**config.mk**
```make
export PLATFORM = sky130hd
export DESIGN_NAME = word_tokenizer_max_length_core_flat
export DESIGN_NICKNAME = d
export VERILOG_FILES = /design/src/hdl/wtml_pkg.sv /design/src/hdl/wtml_ifs.sv /design/src/hdl/word_tokenizer_max_length_core.sv /design/src/hdl/wtml_store.sv /design/src/flat_wrapper.sv
export SDC_FILE = /design/constraint.sdc
export NUM_CORES = 1
export LEC_CHECK = 0
export BUFFER_PORTS_ARGS = -buffer_cell sky130_fd_sc_hd__buf_4
export CORE_ASPECT_RATIO = 0.7
export CORE_MARGIN = 2
export CORE_UTILIZATION = 40
export DETAILED_ROUTE_END_ITERATION = 16
export PLACE_DENSITY = 0.69
export SETUP_SLACK_MARGIN = 0.05
export SYNTH_ARGS = -nofsm -noshare
export SYNTH_HDL_FRONTEND = slang
export SYNTH_SLANG_ARGS = --single-unit
```
**constraint.sdc**
```tcl
create_clock -name clk -period 2.65 [get_ports clk]
set_input_delay 0.53 -clock clk [delete_from_list [all_inputs] [get_ports clk]]
set_output_delay 0.53 -clock clk [all_outputs]
set_load 0.02 [all_outputs]
```
**src/hdl/wtml_pkg.sv**
```systemverilog
// Shared types, constants and byte classification for the word tokenizer.
// Has no dependencies; the core and the store import it.
package wtml_pkg;

	// Default size of the word store in bytes.
	localparam int MAX_WORD_DEF = 32;

	// Width of the length register and of the reported word length.
	localparam int CFG_W = 6;

	// Reset value of the length limit.
	localparam logic [CFG_W-1:0] MAX_LEN_RESET = 6'd32;

	// The hyphen byte, which continues a word but is dropped at its tail.
	localparam logic [7:0] HYPHEN = 8'h2D;

	// Scan mode of the tokenizer.
	typedef enum logic [1:0] {
		MODE_SKIP    = 2'd0,
		MODE_WORD    = 2'd1,
		MODE_DISCARD = 2'd2
	} scan_mode_t;

	// Sequencer states: take items, read a stored byte, present a result.
	typedef enum logic [1:0] {
		SEQ_IDLE = 2'd0,
		SEQ_READ = 2'd1,
		SEQ_SEND = 2'd2
	} seq_state_t;

	// Input command codes.
	localparam logic CMD_BYTE = 1'b0;
	localparam logic CMD_EOT  = 1'b1;

	// White space in the C locale: tab through carriage return, and blank.
	function automatic logic is_space(input logic [7:0] c);
		return (c == 8'd32) || (c >= 8'd9 && c <= 8'd13);
	endfunction

	// Punctuation in the C locale: printable bytes that are not alphanumeric.
	function automatic logic is_punct(input logic [7:0] c);
		return (c >= 8'd33 && c <= 8'd47) || (c >= 8'd58 && c <= 8'd64) ||
		       (c >= 8'd91 && c <= 8'd96) || (c >= 8'd123 && c <= 8'd126);
	endfunction

endpackage

```
**src/hdl/wtml_ifs.sv**
```systemverilog
// Valid/ready channel interfaces for text items and word byte items.
// Depends on nothing; payload widths are fixed by the block's fields.
interface wtml_in_if;
	logic       valid;
	logic       ready;
	logic       command;
	logic [7:0] char_in;

	modport source (output valid, output command, output char_in, input ready);
	modport sink (input valid, input command, input char_in, output ready);
endinterface

interface wtml_out_if;
	logic       valid;
	logic       ready;
	logic [7:0] char_out;
	logic       word_end;
	logic [5:0] word_length;

	modport source (output valid, output char_out, output word_end, output word_length,
		input ready);
	modport sink (input valid, input char_out, input word_end, input word_length,
		output ready);
endinterface

```
**src/hdl/word_tokenizer_max_length_core.sv**
```systemverilog
// Word tokenizer: splits text bytes into words, drops trailing hyphens and discards
// words longer than the programmed limit. Depends on wtml_pkg, wtml_ifs.sv, wtml_store.sv.
// The first byte of a word is offered once the sequencer has passed its read state and
// the store has registered the byte. A text item that ends a word replays the stored
// bytes, reading then sending each in turn and waiting on output stalls; text input waits until the last byte is taken.
// Reset clears the scan mode and lengths and sets the limit to 32; the store is not reset.
module word_tokenizer_max_length_core #(
	parameter int MAX_WORD = wtml_pkg::MAX_WORD_DEF
) (
	input  logic                        clk,
	input  logic                        arst_n,
	input  logic                        cfg_we,
	input  logic [wtml_pkg::CFG_W-1:0]  cfg_wdata,
	wtml_in_if.sink                     text,
	wtml_out_if.source                  words
);
	import wtml_pkg::*;

	localparam int ADDR_W = (MAX_WORD > 1) ? $clog2(MAX_WORD) : 1;
	localparam int LEN_W  = $clog2(MAX_WORD + 1);
	localparam int CMP_W  = (LEN_W > CFG_W) ? LEN_W : CFG_W;

	logic [CFG_W-1:0] max_len_q;
	scan_mode_t       mode_q, mode_d;
	seq_state_t       state_q, state_d;
	logic [LEN_W-1:0] stored_len_q, stored_len_d;
	logic [LEN_W-1:0] lbh_len_q, lbh_len_d;
	logic [LEN_W-1:0] emit_len_q;
	logic [LEN_W-1:0] idx_q;

	logic             take;
	logic             start_emit;
	logic             send_done;
	logic             last_byte;
	logic             space, punct, sep;
	logic [CMP_W-1:0] limit;
	logic [LEN_W-1:0] base;
	logic             fits;
	logic             we;
	logic             re;
	logic [7:0]       rdata;
	logic [CMP_W-1:0] emit_len_ext;

	// Length limit register.
	always_ff @(posedge clk or negedge arst_n) begin
		if (!arst_n) begin
			max_len_q <= MAX_LEN_RESET;
		end else if (cfg_we) begin
			max_len_q <= cfg_wdata;
		end
	end

	// Byte classes and the saturated limit.
	assign space = is_space(text.char_in);
	assign punct = is_punct(text.char_in);
	assign sep   = space || (punct && (text.char_in != HYPHEN));
	assign limit = (CMP_W'(max_len_q) > CMP_W'(MAX_WORD)) ? CMP_W'(MAX_WORD)
	                                                       : CMP_W'(max_len_q);

	// A new word starts at offset zero; otherwise append after the stored bytes.
	assign base = (mode_q == MODE_SKIP) ? '0 : stored_len_q;
	assign fits = CMP_W'(base) < limit;
	assign take = text.valid && text.ready;

	// Scan mode and length update for one accepted item.
	always_comb begin
		mode_d       = mode_q;
		stored_len_d = stored_len_q;
		lbh_len_d    = lbh_len_q;
		start_emit   = 1'b0;
		we           = 1'b0;
		if (take) begin
			if (text.command == CMD_EOT) begin
				start_emit   = (mode_q == MODE_WORD) && (lbh_len_q != '0);
				mode_d       = MODE_SKIP;
				stored_len_d = '0;
				lbh_len_d    = '0;
			end else begin
				unique case (mode_q)
					MODE_SKIP, MODE_WORD: begin
						if (mode_q == MODE_WORD && sep) begin
							start_emit   = (lbh_len_q != '0);
							mode_d       = MODE_SKIP;
							stored_len_d = '0;
							lbh_len_d    = '0;
						end else if (mode_q == MODE_SKIP && (space || punct)) begin
							mode_d = MODE_SKIP;
						end else if (fits) begin
							we           = 1'b1;
							mode_d       = MODE_WORD;
							stored_len_d = base + LEN_W'(1);
							if (mode_q == MODE_SKIP) begin
								lbh_len_d = '0;
							end
							if (text.char_in != HYPHEN) begin
								lbh_len_d = base + LEN_W'(1);
							end
						end else begin
							mode_d       = MODE_DISCARD;
							stored_len_d = '0;
							lbh_len_d    = '0;
						end
					end
					MODE_DISCARD: begin
						if (space) begin
							mode_d       = MODE_SKIP;
							stored_len_d = '0;
							lbh_len_d    = '0;
						end
					end
					default: begin
						mode_d       = MODE_SKIP;
						stored_len_d = '0;
						lbh_len_d    = '0;
					end
				endcase
			end
		end
	end

	// Replay control: the last byte is the one before the emitted length.
	assign last_byte = ({1'b0, idx_q} + (LEN_W + 1)'(1)) == {1'b0, emit_len_q};
	assign send_done = (state_q == SEQ_SEND) && words.ready;

	// Sequencer next state.
	always_comb begin
		state_d = state_q;
		unique case (state_q)
			SEQ_IDLE: begin
				if (start_emit) begin
					state_d = SEQ_READ;
				end
			end
			SEQ_READ: begin
				state_d = SEQ_SEND;
			end
			SEQ_SEND: begin
				if (words.ready) begin
					state_d = last_byte ? SEQ_IDLE : SEQ_READ;
				end
			end
			default: begin
				state_d = SEQ_IDLE;
			end
		endcase
	end

	// Sequencer outputs.
	always_comb begin
		text.ready  = 1'b0;
		words.valid = 1'b0;
		re          = 1'b0;
		unique case (state_q)
			SEQ_IDLE: text.ready  = 1'b1;
			SEQ_READ: re          = 1'b1;
			SEQ_SEND: words.valid = 1'b1;
			default: ;
		endcase
	end

	// Control registers.
	always_ff @(posedge clk or negedge arst_n) begin
		if (!arst_n) begin
			state_q      <= SEQ_IDLE;
			mode_q       <= MODE_SKIP;
			stored_len_q <= '0;
			lbh_len_q    <= '0;
			idx_q        <= '0;
			emit_len_q   <= '0;
		end else begin
			state_q      <= state_d;
			mode_q       <= mode_d;
			stored_len_q <= stored_len_d;
			lbh_len_q    <= lbh_len_d;
			if (start_emit) begin
				idx_q      <= '0;
				emit_len_q <= lbh_len_q;
			end else if (send_done) begin
				idx_q <= idx_q + LEN_W'(1);
			end
		end
	end

	// Word byte storage.
	wtml_store #(
		.MAX_WORD (MAX_WORD),
		.ADDR_W   (ADDR_W)
	) u_store (
		.clk   (clk),
		.we    (we),
		.waddr (base[ADDR_W-1:0]),
		.wdata (text.char_in),
		.re    (re),
		.raddr (idx_q[ADDR_W-1:0]),
		.rdata (rdata)
	);

	// Result item fields.
	assign emit_len_ext      = CMP_W'(emit_len_q);
	assign words.char_out    = rdata;
	assign words.word_end    = last_byte;
	assign words.word_length = emit_len_ext[5:0];
endmodule

```
**src/hdl/wtml_store.sv**
```systemverilog
// Word store: one write port and one read port with registered read data.
// Depends on wtml_pkg for the default depth.
module wtml_store #(
	parameter int MAX_WORD = wtml_pkg::MAX_WORD_DEF,
	parameter int ADDR_W   = (MAX_WORD > 1) ? $clog2(MAX_WORD) : 1
) (
	input  logic              clk,
	input  logic              we,
	input  logic [ADDR_W-1:0] waddr,
	input  logic [7:0]        wdata,
	input  logic              re,
	input  logic [ADDR_W-1:0] raddr,
	output logic [7:0]        rdata
);
	import wtml_pkg::*;

	logic [7:0] mem_q [MAX_WORD];
	logic [7:0] rdata_q;

	// Write a byte of the current word.
	always_ff @(posedge clk) begin
		if (we) begin
			mem_q[waddr] <= wdata;
		end
	end

	// Read data is held until the next read.
	always_ff @(posedge clk) begin
		if (re) begin
			rdata_q <= mem_q[raddr];
		end
	end

	assign rdata = rdata_q;
endmodule
```
**src/flat_wrapper.sv**
```systemverilog
// flat-port wrapper written by rule: the top's interface ports become plain ports
module word_tokenizer_max_length_core_flat import wtml_pkg::*;
#(
	parameter int MAX_WORD = wtml_pkg::MAX_WORD_DEF
)
  (clk, arst_n, cfg_we, cfg_wdata, text_valid, text_command, text_char_in, text_ready, words_valid, words_char_out, words_word_end, words_word_length, words_ready);
  wtml_in_if text_i ();
  wtml_out_if words_i ();
  input  logic clk;
  input  logic arst_n;
  input  logic cfg_we;
  input  logic [wtml_pkg::CFG_W-1:0] cfg_wdata;
  input wire logic [$bits(text_i.valid)-1:0] text_valid;
  input wire logic [$bits(text_i.command)-1:0] text_command;
  input wire logic [$bits(text_i.char_in)-1:0] text_char_in;
  output wire logic [$bits(text_i.ready)-1:0] text_ready;
  output wire logic [$bits(words_i.valid)-1:0] words_valid;
  output wire logic [$bits(words_i.char_out)-1:0] words_char_out;
  output wire logic [$bits(words_i.word_end)-1:0] words_word_end;
  output wire logic [$bits(words_i.word_length)-1:0] words_word_length;
  input wire logic [$bits(words_i.ready)-1:0] words_ready;
  assign text_i.valid = text_valid;
  assign text_i.command = text_command;
  assign text_i.char_in = text_char_in;
  assign text_ready = text_i.ready;
  assign words_valid = words_i.valid;
  assign words_char_out = words_i.char_out;
  assign words_word_end = words_i.word_end;
  assign words_word_length = words_i.word_length;
  assign words_i.ready = words_ready;
  word_tokenizer_max_length_core #(.MAX_WORD(MAX_WORD)) u_core (.clk(clk), .arst_n(arst_n), .cfg_we(cfg_we), .cfg_wdata(cfg_wdata), .text(text_i), .words(words_i));
endmodule
```
---- Word-level counts from Yosys, hierarchy flattened ----
Memory sizes are Yosys's and may differ from the RTL's. A register that Yosys moved wholly into a read port is not among the register bits.
Index checks and enable logic that the tools add are counted.
cells by class
  mux-type cells .......................... 42
  add/sub/neg operators ................... 3
  reduce and logical (&&, ||, !) cells .... 26
  magnitude comparators ................... 12
  equal/unequal tests ..................... 12
operator list
  cell                   count
  $mux W6                15
  $le A8 B7 Y1 const B   3
  $pmux W6 S2            2
  $ge A8 B6 Y1 const B   2
  $ge A8 B7 Y1 const B   2
  $mux W1                16
  $mux W2                7
  $add A6 B1 Y6 const B  2
  $logic_and A1 B1 Y1    11
  $eq A8 B6 Y1 const B   1
  $ge A8 B4 Y1 const B   1
  $le A8 B4 Y1 const B   1
  $le A8 B6 Y1 const B   1
  $ne A8 B6 Y1 const B   1
  $add A6 B1 Y7 const B  1
  $eq A7 B6 Y1           1
  $gt A6 B6 Y1 const B   1
  $logic_or A1 B1 Y1     6
  $lt A6 B6 Y1           1
  $ne A6 B6 Y1 const B   1
  $pmux W2 S3            1
  $reduce_bool A6 Y1     1
  $eq A2 B1 Y1 const B   2
  $eq A2 B2 Y1 const B   2
  other kinds (11)       13
storage, ports and cells
  logic and storage cells ................. 103
  memories ................................ 1
  bits in writable memories ............... 256
  register bits after elaboration ......... 34
memories
  memory                depth  bits a word  read ports  clocked after Yosys merged registers in  write ports  RTL line          source
  u_core.u_store.mem_q  32     8            1           1                                        1            wtml_store.sv:17  logic [7:0] mem_q [MAX_WORD];

---- Logic depth before layout (Yosys ltp) ----
Gate-level depths: netlist (run 1).
  depth in word-level cells ............... 14
  mapped depth ............................ 13

---- Hierarchy ----
From an unflattened synthesis (run 1), not the netlist that was laid out.
unflattened totals
  cells, all modules ...................... 651
  area, all modules ....................... 12,423.2 um2
by module, submodules not included
  module                          seq. area each (um2)  area each (um2)  instances  cells an instance
  wtml_store                      7,927.6               10,133.5         1          417
  word_tokenizer_max_length_core  852.1                 2,289.7          1          234

---- Worst setup path before layout (run 1) ----
OpenSTA, ideal clock, no wires.
  kind .................................... register to register
  start ................................... register u_core.mode_q[1]
  end ..................................... memory u_core.u_store.mem_q[11][0], enable pin
  clock period less this slack ............ 2.755 ns
  stages on the path, launching flop included .. 14
  library setup time ...................... 0.332 ns
  path slack .............................. -0.105 ns
  arrival time ............................ 2.423 ns
  data required time ...................... 2.318 ns
  cell sequence ........................... dfrtp_1 inv_1 nand2_1 nand2_1 inv_1 ha_1 a211oi_1 o211ai_1 a21oi_1 nand3_1 a21oi_2 buf_4 buf_4 and3_1
between the ends
  cells in the longest elaborated chain, start to end .. 11
ends and longest elaborated chain
  element                        RTL line                                                                                                          source
  from (decl)                    word_tokenizer_max_length_core.sv:24                                                                              scan_mode_t mode_q, mode_d;
  from (signal assigned)         word_tokenizer_max_length_core.sv:172                                                                             mode_q <= mode_d;
  $logic_not A2 Y1               word_tokenizer_max_length_core.sv:61, word_tokenizer_max_length_core.sv:79, word_tokenizer_max_length_core.sv:86
  $mux W6                        word_tokenizer_max_length_core.sv:61                                                                              assign base = (mode_q == MODE_SKIP) ? '0 : stored_len_q;
  $lt A6 B6 Y1                   word_tokenizer_max_length_core.sv:62                                                                              assign fits = CMP_W'(base) < limit;
  $mux W1                        word_tokenizer_max_length_core.sv:88                                                                              end else if (fits) begin
  $mux W1                        word_tokenizer_max_length_core.sv:86                                                                              end else if (mode_q == MODE_SKIP && (space || punct)) begin
  $mux W1                        word_tokenizer_max_length_core.sv:81                                                                              if (mode_q == MODE_WORD && sep) begin
  $mux W1                        word_tokenizer_max_length_core.sv:79                                                                              unique case (mode_q)
  $mux W1                        word_tokenizer_max_length_core.sv:73                                                                              if (text.command == CMD_EOT) begin
  $mux W1                        word_tokenizer_max_length_core.sv:72                                                                              if (take) begin
  $mux W1                        wtml_store.sv:22                                                                                                  if (we) begin
  $mux W1 (implied by the code)  wtml_store.sv:23                                                                                                  mem_q[waddr] <= wdata;
  to (decl)                      wtml_store.sv:17
Parallel ways exist; a longest one is shown, timed or not.

---- Worst setup path in the final report (run 1) ----
  start ................................... register u_core.mode_q[0]
  end ..................................... memory u_core.u_store.mem_q[9][1], enable pin
Same word-level chain as after synthesis.

==> results.sh, run 1 <==
export IMPL_die_height_microns=151
export IMPL_seqCellArea_sq_um=8790
export IMPL_fp_dieW_microns=214
export IMPL_die_area_sq_um=32400
export IMPL_postLayoutSetupSlackWorst_ns=-0.0173
export IMPL_p_per_area_nw_per_um2=873
export IMPL_cp_start_kind="flop"
export IMPL_setup_viol=48
export IMPL_status="finished with violations"
export IMPL_clk_pin_slew_worst_paths_ns=0.06
export IMPL_grt_util_met3_pct=6.85
export IMPL_totalWireLength_microns=31400
export IMPL_startpoint="u_core.mode_q[0]$_DFFE_PN0P_"
export IMPL_dominantRegCellSynth="edfxtp_1"
export IMPL_grt_max_degree=47
export IMPL_routedWlPerCell_microns=24.4
export IMPL_arrival_ns=2.92
export IMPL_rsz0062_at_grt="yes"
export IMPL_row_count=53
export IMPL_swShare_pct=29.4
export IMPL_cp_max_fo=8
export IMPL_finalCritPeriodShare_pct=101
export IMPL_vias=7323
export IMPL_cp_slowest_cell="dfrtp_2"
export IMPL_synth_common_cells="edfxtp_1 (264), mux2i_1 (48), nand2_1 (48), mux4_2 (40)"
export IMPL_post_route_util_pct=50.0
export IMPL_synth_top_area_share_pct=64.1
export IMPL_leakage_uw=0.00527
export IMPL_cp_end_kind="flop"
export IMPL_cpPeakStageDelay_ns=0.44
export IMPL_grt_pass1_wl_microns=46800
export IMPL_crit_chain="inv_2, nand2_4, nand2_4, inv_4, ha_4, a211oi_2, o211ai_1, a21oi_2, nand3_2, a21oi_4, buf_6, buf_12, and3_4"
export IMPL_relSlewSlack_pct=57.7
export IMPL_hold_violations=0
export IMPL_grt_pass1_vias=7237
export IMPL_violations="setup timing"
export IMPL_clock_skew_ns=0.0169
export IMPL_viasPerCell=5.68
export IMPL_worstReg2RegEnd="u_core.u_store.mem_q[9][1]$_DFFE_PP_"
export IMPL_antenna_found_initial=2
export IMPL_grtUsageMet2_pct=28.8
export IMPL_worst_slew_pin_slew_ns=0.630
export IMPL_cts_buffers=29
export IMPL_busiest_layer="met2"
export IMPL_critPathKind="reg2reg"
export IMPL_yosysWarnings=0
export IMPL_r2r_cells=13
export IMPL_syn_num_nets=763
export IMPL_crit_end="u_core.u_store.mem_q[9][1]$_DFFE_PP_"
export IMPL_synth_area_sq_um=12400
export IMPL_num_nets_final=883
export IMPL_syn_avg_cell_area_sq_um=16.9
export IMPL_synth_area_leaders="edfxtp_1 (64%), mux4_2 (7.3%), dfrtp_1 (6.7%), mux2i_1 (3.9%), o221ai_1 (2.3%)"
export IMPL_synth_edf_count=264
export IMPL_drive_above_1_share_pct=33.0
export IMPL_htree_levels=1
export IMPL_synth_cell_types=59
export IMPL_grt_usage_pct=19.6
export IMPL_clk_path_buf_depth=3
export IMPL_fin_tns_setup_ns=-0.500
export IMPL_hpwl_microns=20000
export IMPL_switchingPower_uw=3890
export IMPL_p_int_uw=9320
export IMPL_start_util_pct=40.9
export IMPL_drc=0
export IMPL_period_minus_slack_ns=2.67
export IMPL_ir_drop_mv=0.546
export IMPL_gp_congestion=0.866
export IMPL_clk_latency_ns=0.56
export IMPL_yosysTopAreaCell="edfxtp_1"
export IMPL_fmax_mhz=375
export IMPL_coreArea_sq_um=30200
export IMPL_seqPwrFrac_pct=41.1
export IMPL_pin_count=37
export IMPL_synthToLayoutAreaGrowth_pct=22.3
export IMPL_maxCapViolations=0
export IMPL_drtIter0Drc=881
export IMPL_synth_async_reset_ratio_pct=11.4
export IMPL_ys_ff_latch=298
export IMPL_cts_tree="yes"
export IMPL_pwr_share_clk_pct=31.6
export IMPL_grt_ovfl_total=0
export IMPL_clock_sinks=298
export IMPL_cts_root_buf="clkbuf_16"
export IMPL_hp_class="in2reg"
export IMPL_rrSetupSlack_ns=-0.02
export IMPL_use_met1_pct=28.3
export IMPL_final_max_slew_viol_count=0
export IMPL_crit_top_cell="nand2_4"
export IMPL_fillers=2502
export IMPL_synth_most_common_cell="edfxtp_1"
export IMPL_synthCells=733
export IMPL_port_buffers=36
export IMPL_p_comb_share_pct=27.3
export IMPL_multi_input_comb_area_sq_um=3650
export IMPL_ant_nets=0
export IMPL_cp_required_ns=2.90
export IMPL_r2r_start="u_core.mode_q[0]$_DFFE_PN0P_"
export IMPL_dr_pass1_iters=5
export IMPL_seq_area_frac_synth_pct=71.0
## state kept, by name, summed over array words and instances, names as in the netlist
signal	cells
u_core.lbh_len_q	6
u_core.u_store.rdata	8
u_core.words.word_length	6
u_core.max_len_q	6
u_core.state_q	2
u_core.mode_q	2
u_core.u_store.mem_q	256
u_core.stored_len_q	6
u_core.idx_q	6
## cells by family (layout without fill, tap and decap cells)
| logic type | count (synthesis) | in the layout | synth area share, % |
|---|---|---|---|
| simple gates | 151 | 151 | 6.52 |
| fa+ha+maj | 10 | 10 | 1.01 |
| other cells | 0 | 1 | 0 |
| mux | 99 | 99 | 12.2 |
| xor+xnor | 17 | 17 | 1.20 |
| compound gates | 108 | 108 | 6.37 |
| flops | 298 | 298 | 71.0 |
| buf+inv | 50 | 193 | 1.75 |
## routing by layer
layer | up-vias | routed length [microns]
li1 | 3191 | -
met4 | 2 | 558
met1 | 3737 | 13900
met5 | - | 11
met2 | 348 | 13300
met3 | 45 | 3670
## cell usage in the layout (no fill, tap or decap), types with 5 or more instances in the layout
master / netlist / final
a21oi_1: 17 / 13
a22o_1: 12 / 12
and3_4: 0 / 30
buf_12: 0 / 5
buf_4: 2 / 105
buf_6: 1 / 9
clkbuf_16: 0 / 31
clkinv_1: 2 / 12
clkinvlp_4: 0 / 5
dfrtp_1: 33 / 27
dfrtp_2: 0 / 5
edfxtp_1: 264 / 264
ha_1: 10 / 5
inv_1: 11 / 6
mux2_2: 7 / 7
mux2i_1: 48 / 48
mux4_2: 40 / 40
nand2_1: 48 / 43
nand3_1: 11 / 10
nor2_1: 20 / 19
nor3_1: 7 / 6
o21ai_0: 20 / 19
o221ai_1: 32 / 32
o22ai_1: 9 / 9
xnor2_1: 9 / 9
xor2_1: 8 / 8
## cell type report
type                            instances  share of cell area, %
Sequential cell                       298                   58.1
Multi-Input combinational cell        385                   24.2
Timing Repair Buffer                  126                   7.67
Clock buffer                           30                   4.82
Tap cell                              412                   3.41
Clock inverter                         24                   1.50
Inverter                               13                  0.339
Antenna cell                            1                 0.0165
## power groups by stage
stage          Sequential [uW]  Combinational, uW  Clock [uW]
2_1_floorplan             5500               1980           0
3_3_place_gp              5510               3140           0
3_5_place_dp              5520               3170           0
4_1_cts                   5420               3440        4210
5_1_grt                   5440               3810        4400
6_report                  5430               3600        4180
## through the flow
stage | setup WS (ns) | cell area [sq um] | std cells | hold WS, ns | power [uW]
5_1_grt | -0.147 | 15100 | 1288 | 0.182 | 13700
4_1_cts | 0.00252 | 15000 | 1286 | 0.168 | 13100
6_report | -0.0173 | 15100 | 1289 | 0.176 | 13200
2_1_floorplan | 0.0584 | 12400 | 733 | 0.234 | 7480
3_5_place_dp | -0.172 | 13700 | 1216 | 0.502 | 8690
3_3_place_gp | -0.0865 | 13700 | 1216 | 0.492 | 8650
## critical path, delay by kind of cell, from the launching register on
kind / cells / cell delay (ns)
and+or+nand+nor: 4 / 0.56
DFF: 1 / 0.44
buffers and inverters: 4 / 0.45
AOI/OAI and AO/OA: 4 / 0.69
adders and majority gates: 1 / 0.20
## what timing repair did
item / CTS / global route
resized for setup: 40 / 30
cloned: 3 / 2
endpoints found under the setup margin: 257 / 263
buffers inserted: 13 / 4
endpoints found under the hold margin: 33 / 0
hold buffers: 1 / 0
pin swaps: 10 / 11
## worst min-delay path by stage
| stage | startpoint | endpoint | slack, ns | cells past startpoint |
|---|---|---|---|---|
| after detailed placement | arst_n | u_core.max_len_q[2]$_DFFE_PN0P_ | 0.50 | 1 |
| after CTS | cfg_wdata[5] | u_core.max_len_q[5]$_DFFE_PN1P_ | 0.17 | 3 |
| after global routing | cfg_we | u_core.max_len_q[5]$_DFFE_PN1P_ | 0.18 | 2 |
| final | cfg_wdata[5] | u_core.max_len_q[5]$_DFFE_PN1P_ | 0.18 | 3 |
| after global placement | u_core.max_len_q[0]$_DFFE_PN0P_ | u_core.max_len_q[0]$_DFFE_PN0P_ | 0.49 | 1 |
| after floorplan | arst_n | u_core.idx_q[0]$_DFFE_PN0P_ | 0.23 | 0 |
(Power assumes the default switching activity.)
==> run 2: changes to the inputs <==
CORE_ASPECT_RATIO = 2   (was 0.7)
==> run 2 against run 1 <==
  * The run now ends clean
  * Power decreased by 2.5%
  * Sequential share of layout area increased by 1.0 points
  * Final area decreased by 1.8%
  * Global-route usage decreased by 1.1 points
  * Setup slack improved by 0.020 ns
  * Utilization decreased by 1.5 points
  * Combinational power decreased by 6.1%
  * Sequential power about the same
  * Clock-buffer cell count increased by 1
  * Final cell count decreased by 5.0%
  * Register-to-register slack improved by 0.02 ns
  * First-iteration DRC count decreased by 15%
==> results.sh, run 2 (synthesis results as in run 1) <==
export IMPL_setup_viol=0
export IMPL_period_minus_slack_ns=2.65
export IMPL_hold_violations=0
export IMPL_hp_start="cfg_wdata[5]"
export IMPL_hpwl_microns=19000
export IMPL_crit_chain="nor2_2, buf_4, nor2b_1, ha_1, a21oi_2, nand2_1, a21oi_2, nand3_2, a21oi_4, buf_6, clkbuf_16, and3_4"
export IMPL_cpPeakStageDelay_ns=0.41
export IMPL_totalWireLength_microns=30200
export IMPL_hold_worst_slack_ns=0.211
export IMPL_antenna_found_initial=0
export IMPL_cp_slowest_cell="dfrtp_1"
export IMPL_pin_count=37
export IMPL_cp_start_kind="flop"
export IMPL_cp_end_kind="flop"
export IMPL_rsz0062_at_grt="yes"
export IMPL_routedWlPerCell_microns=24.6
export IMPL_arrival_ns=2.90
export IMPL_stdcell_count=1225
export IMPL_gp_congestion=0.879
export IMPL_dp_cells=1164
export IMPL_cp_required_ns=2.90
export IMPL_cts_buffers=27
export IMPL_final_max_slew_viol_count=0
export IMPL_coreArea_sq_um=30600
export IMPL_viasPerCell=5.89
export IMPL_vias=7213
export IMPL_clk_latency_ns=0.55
export IMPL_clock_sinks=298
export IMPL_largest_reg_flops=256
export IMPL_top_register="u_core.u_store.mem_q"
export IMPL_start_util_pct=40.4
export IMPL_grt_ovfl_total=0
export IMPL_holdPathStages=3
export IMPL_cts_root_buf="clkbuf_16"
export IMPL_clk_pin_slew_worst_paths_ns=0.06
export IMPL_drive_above_1_share_pct=32.0
export IMPL_fp_dieW_microns=128
export IMPL_drc=0
export IMPL_row_count=91
export IMPL_clock_skew_ns=0.00806
export IMPL_die_height_microns=253
export IMPL_antenna_cells=0
export IMPL_critPathKind="reg2reg"
export IMPL_multi_input_comb_area_sq_um=3660
export IMPL_post_route_util_pct=48.5
export IMPL_synthToLayoutAreaGrowth_pct=20.1
export IMPL_place_ws_ns=-0.143
export IMPL_cts_tree="yes"
export IMPL_fmax_mhz=378
export IMPL_fillers=2491
export IMPL_fin_tns_setup_ns=0
export IMPL_crit_top_cell="a21oi_2"
export IMPL_grt_usage_pct=18.5
export IMPL_final_common_cell="edfxtp_1"
export IMPL_hold_end="u_core.max_len_q[5]$_DFFE_PN1P_"
export IMPL_relSlewSlack_pct=33.7
export IMPL_die_area_sq_um=32400
export IMPL_p_per_area_nw_per_um2=867
export IMPL_grt_pass1_wl_microns=44600
export IMPL_htree_levels=1
export IMPL_worst_slew_pin_slew_ns=0.992
export IMPL_leakage_uw=0.00513
export IMPL_status="finished clean"
export IMPL_drtIter0Drc=747
export IMPL_num_nets_final=863
export IMPL_seqCellArea_sq_um=8790
export IMPL_postLayoutSetupSlackWorst_ns=0.00276
export IMPL_rrSetupSlack_ns=0.003
export IMPL_r2r_cells=12
export IMPL_grt_pass1_vias=7361
export IMPL_ir_drop_mv=0.578
export IMPL_maxCapViolations=0
export IMPL_worstReg2RegEnd="u_core.u_store.mem_q[9][0]$_DFFE_PP_"
export IMPL_hp_class="in2reg"
export IMPL_grt_max_degree=49
export IMPL_r2r_start="u_core.mode_q[0]$_DFFE_PN0P_"
export IMPL_ant_nets=0
export IMPL_port_buffers=36
export IMPL_clk_path_buf_depth=3
export IMPL_cp_max_fo=8
export IMPL_mostFrequentLayoutCells="edfxtp_1 (264), buf_4 (96), mux2i_1 (48)"
export IMPL_finalCritPeriodShare_pct=99.9
export IMPL_dr_pass1_iters=6
## run 2: worst max path at each step
stage	cells past startpoint	slack (ns)	to	from
after global routing	12	-0.12	u_core.u_store.mem_q[31][3]$_DFFE_PP_	u_core.mode_q[0]$_DFFE_PN0P_
after CTS	14	0.01	u_core.u_store.mem_q[30][0]$_DFFE_PP_	u_core.mode_q[1]$_DFFE_PN0P_
after detailed placement	12	-0.14	u_core.u_store.mem_q[2][5]$_DFFE_PP_	u_core.mode_q[0]$_DFFE_PN0P_
final	12	0.003	u_core.u_store.mem_q[9][0]$_DFFE_PP_	u_core.mode_q[0]$_DFFE_PN0P_
after floorplan	13	0.06	u_core.u_store.mem_q[10][0]$_DFFE_PP_	u_core.mode_q[1]$_DFFE_PN0P_
after global placement	12	-0.08	u_core.u_store.mem_q[4][3]$_DFFE_PP_	u_core.mode_q[0]$_DFFE_PN0P_
## run 2: cell type report
type / count / area share, %
tap: 372 / 3.13
timing repair buffer: 108 / 6.42
multi-input combinational: 385 / 24.6
sequential: 298 / 59.1
inverter: 13 / 0.370
clock buffer: 31 / 5.00
clock inverter: 18 / 1.33
## run 2: repair_timing
item                                   CTS  global route
endpoints found under the hold margin   33             0
resized for setup                       54            15
setup buffers                           14             3
gates cloned                             3             1
pin swaps                               12             9
hold buffers                             1             0
setup endpoints to repair              257           263
## run 2: where the power goes
part           switching (uW)  internal [uW]  total, uW
Combinational            1840           1550       3380
Clock                    1740           2330       4070
Sequential                122           5300       5420
Total                    3700           9170      12900
## run 2: worst max-delay path, delay by kind of cell (launching register included)
family                     cells  cell delay [ns]
AOI/OAI and AO/OA              3             0.50
buffers and inverters          3             0.47
adders and majority gates      1             0.31
DFF                            1             0.41
and+or+nand+nor                5             0.65
## run 2: metal layers
metal  part of all wire (%)  track usage [%]
met5                      0                0
met4                    4.0             7.54
met3                    7.1             2.75
met2                     49             30.9
met1                     40             24.2
## run 2: through the flow
step | total power [uW] | area [sq um]
final | 12900 | 14900
after global placement | 8510 | 13500
after detailed placement | 8550 | 13500
after CTS | 12900 | 14900
after global routing | 13300 | 14900
after floorplan | 7480 | 12400
==> run 3: changes to the inputs <==
SYNTH_HIERARCHICAL = 1   (was unset)
==> run 3 against run 2 <==
  * The flow now finishes with violations (setup timing)
  * Routed wire length shrank 3.2%
  * Clock-buffer cell count fell by 1
  * Power down 2.5%
  * First-iteration DRC count shrank 42%
  * Synthesized cell count down 11%
  * Final area grew 4.6%
  * Critical path depth fell by 2
  * Critical path type unchanged
  * Largest cell class unchanged
==> results.sh, run 3 <==
export IMPL_hpwl_microns=20500
export IMPL_die_area_sq_um=32600
export IMPL_synth_most_common_cell="edfxtp_1"
export IMPL_clk_latency_ns=0.53
export IMPL_grt_pass1_vias=7290
export IMPL_violations="setup timing"
export IMPL_postLayoutSetupSlackWorst_ns=-0.468
export IMPL_ant_nets=0
export IMPL_port_buffers=36
export IMPL_clk_path_buf_depth=3
export IMPL_status="finished with violations"
export IMPL_worstReg2RegEnd="u_core/u_store/mem_q[28][4]$_DFFE_PP_"
export IMPL_synthToLayoutAreaGrowth_pct=25.1
export IMPL_synth_async_reset_ratio_pct=11.4
export IMPL_relSlewSlack_pct=38.1
export IMPL_routedWlPerCell_microns=24.2
export IMPL_yosysWarnings=6
export IMPL_fmax_mhz=321
export IMPL_yosysTopAreaCell="edfxtp_1"
export IMPL_synth_top_family_by_area="multiplexers"
export IMPL_synthAdderAreaFrac_pct=0.705
export IMPL_row_count=91
export IMPL_maxCapViolations=0
export IMPL_synth_common_cells="edfxtp_1 (264), mux4_2 (80), nor2_1 (60), dfrtp_1 (33), mux2_2 (19)"
export IMPL_clk_pin_slew_worst_paths_ns=0.06
export IMPL_cp_required_ns=2.85
export IMPL_fp_dieW_microns=129
export IMPL_vias=6766
export IMPL_r2r_cells=10
export IMPL_hold_violations=0
export IMPL_r2r_start="u_core/mode_q[0]$_DFFE_PN0P_"
export IMPL_num_nets_final=846
export IMPL_hp_start="cfg_wdata[4]"
export IMPL_coreArea_sq_um=30700
export IMPL_grt_max_degree=39
export IMPL_synthCells=651
export IMPL_ys_ff_latch=298
export IMPL_synth_cell_types=68
export IMPL_viasPerCell=5.60
export IMPL_synth_edf_count=264
export IMPL_synth_top_area_share_pct=63.8
export IMPL_rrSetupSlack_ns=-0.47
export IMPL_drtIter0Drc=436
export IMPL_rsz0062_at_grt="yes"
export IMPL_final_common_cell="edfxtp_1"
export IMPL_synth_xor_area_share_pct=1.20
export IMPL_p_per_area_nw_per_um2=807
export IMPL_synth_area_sq_um=12400
export IMPL_cp_max_fo=8
export IMPL_period_minus_slack_ns=3.12
export IMPL_crit_end="u_core/u_store/mem_q[28][4]$_DFFE_PP_"
export IMPL_post_route_util_pct=50.6
export IMPL_critPathKind="reg2reg"
export IMPL_setup_viol=256
export IMPL_grt_pass1_wl_microns=44100
export IMPL_startpoint="u_core/mode_q[0]$_DFFE_PN0P_"
export IMPL_place_ws_ns=-0.757
export IMPL_synth_simple_area_share_pct=5.88
export IMPL_grt_ovfl_total=0
export IMPL_antenna_cells=0
export IMPL_htree_levels=1
export IMPL_final_max_slew_viol_count=0
export IMPL_arrival_ns=3.32
export IMPL_fillers=2463
export IMPL_syn_num_nets=678
export IMPL_gp_congestion=0.847
export IMPL_clock_sinks=298
export IMPL_hp_class="in2reg"
export IMPL_dominantRegCellSynth="edfxtp_1"
export IMPL_totalWireLength_microns=29200
export IMPL_worst_slew_pin_slew_ns=0.926
export IMPL_cts_tree="yes"
export IMPL_drc=0
export IMPL_dr_pass1_iters=5
export IMPL_top_register="u_core/u_store/mem_q"
export IMPL_finalCritPeriodShare_pct=118
export IMPL_p_total_uw=12600
export IMPL_synth_area_mux_share_pct=17.3
export IMPL_cp_end_kind="flop"
export IMPL_syn_avg_cell_area_sq_um=19.1
export IMPL_cts_root_buf="clkbuf_16"
export IMPL_leakage_uw=0.00525
export IMPL_seq_area_frac_synth_pct=70.7
export IMPL_clock_skew_ns=0.0119
export IMPL_grt_usage_pct=18.5
export IMPL_pin_count=37
export IMPL_start_util_pct=40.4
export IMPL_largest_reg_flops=256
export IMPL_die_height_microns=253
export IMPL_ir_drop_mv=0.671
export IMPL_mostFrequentLayoutCells="edfxtp_1 (264), buf_4 (121), mux4_2 (80)"
export IMPL_cts_buffers=25
export IMPL_fin_tns_setup_ns=-82.44
export IMPL_cp_start_kind="flop"
export IMPL_synth_compound_area_share_pct=2.65
export IMPL_drive_above_1_share_pct=46.1
export IMPL_antenna_found_initial=0
export IMPL_hold_worst_slack_ns=0.234
export IMPL_synth_area_leaders="edfxtp_1 (64%), mux4_2 (15%), dfrtp_1 (6.6%), nor2_1 (1.8%), mux2_2 (1.7%)"
==> run 3: metal layers <==
layer | vias to the layer above | share of wire, % | global-route usage (%)
met5 | - | 0 | 0
met4 | 0 | 4.4 | 8.60
met3 | 61 | 4.1 | 2.56
met2 | 191 | 58 | 35.7
met1 | 3547 | 33 | 19.5
li1 | 2967 | - | -
==> run 3: what timing repair did <==
item | CTS | global route
buffers inserted | 37 | 3
gates resized for setup | 63 | 10
hold endpoints to repair | 33 | 0
setup endpoints to repair | 261 | 262
pin swaps | 34 | 10
hold buffers | 1 | 0
==> run 3: cell families (layout without fill, tap and decap cells) <==
family	after synthesis	in the layout
adder cells (fa/ha/maj)	7	7
flip-flops	298	298
buffers and inverters	37	223
XOR/XNOR	17	17
multiplexers	108	108
AND/OR/NAND/NOR	140	140
AO/OA/AOI/OAI	44	44
==> run 3: how the worst min path moves through the flow <==
| stage | end | slack [ns] | cells after the start |
|---|---|---|---|
| after global routing | u_core/max_len_q[3]$_DFFE_PN0P_ | 0.22 | 2 |
| after detailed placement | u_core/words.word_length[4]$_DFFE_PN0P_ | 0.51 | 1 |
| after floorplan | u_core/idx_q[0]$_DFFE_PN0P_ | 0.23 | 0 |
| final | u_core/max_len_q[4]$_DFFE_PN0P_ | 0.23 | 2 |
| after global placement | u_core/max_len_q[2]$_DFFE_PN0P_ | 0.50 | 1 |
| after CTS | u_core/max_len_q[4]$_DFFE_PN0P_ | 0.22 | 2 |
==> run 3: worst max-delay path: stages, from the launching register on <==
cell and delay, ns:
dfrtp_1 0.37, or2_4 0.28, and2_4 0.16, ha_4 0.16
nor3b_2 0.19, a211oi_2 0.10, nor4_2 0.29, o211ai_2 0.18
nor3_4 0.22, or3b_4 0.55, nor2_4 0.30
==> run 3: final cells by class <==
type	instances	area (sq um)	area share, %
multi-input combinational	316	3830	24.7
inverter	10	37.5	0.241
tap	372	465	2.99
sequential	298	8780	56.5
clock buffer	30	644	4.15
timing repair buffer	168	1660	10.6
clock inverter	15	125	0.805
==> run 3: power by group <==
part / internal, uW / total, uW / leakage [uW] / switching (uW)
clock: 1930 / 3550 / 0.000375 / 1610
sequential: 5310 / 5420 / 0.00282 / 113
combinational: 1880 / 3580 / 0.00205 / 1700
total: 9120 / 12600 / 0.00525 / 3430
==> run 3: stage by stage <==
stage | instances | instance area, sq um
after floorplan | 651 | 12600
after global placement | 1125 | 14000
after detailed placement | 1125 | 14000
after CTS | 1208 | 15500
after global routing | 1209 | 15500
final | 1209 | 15500
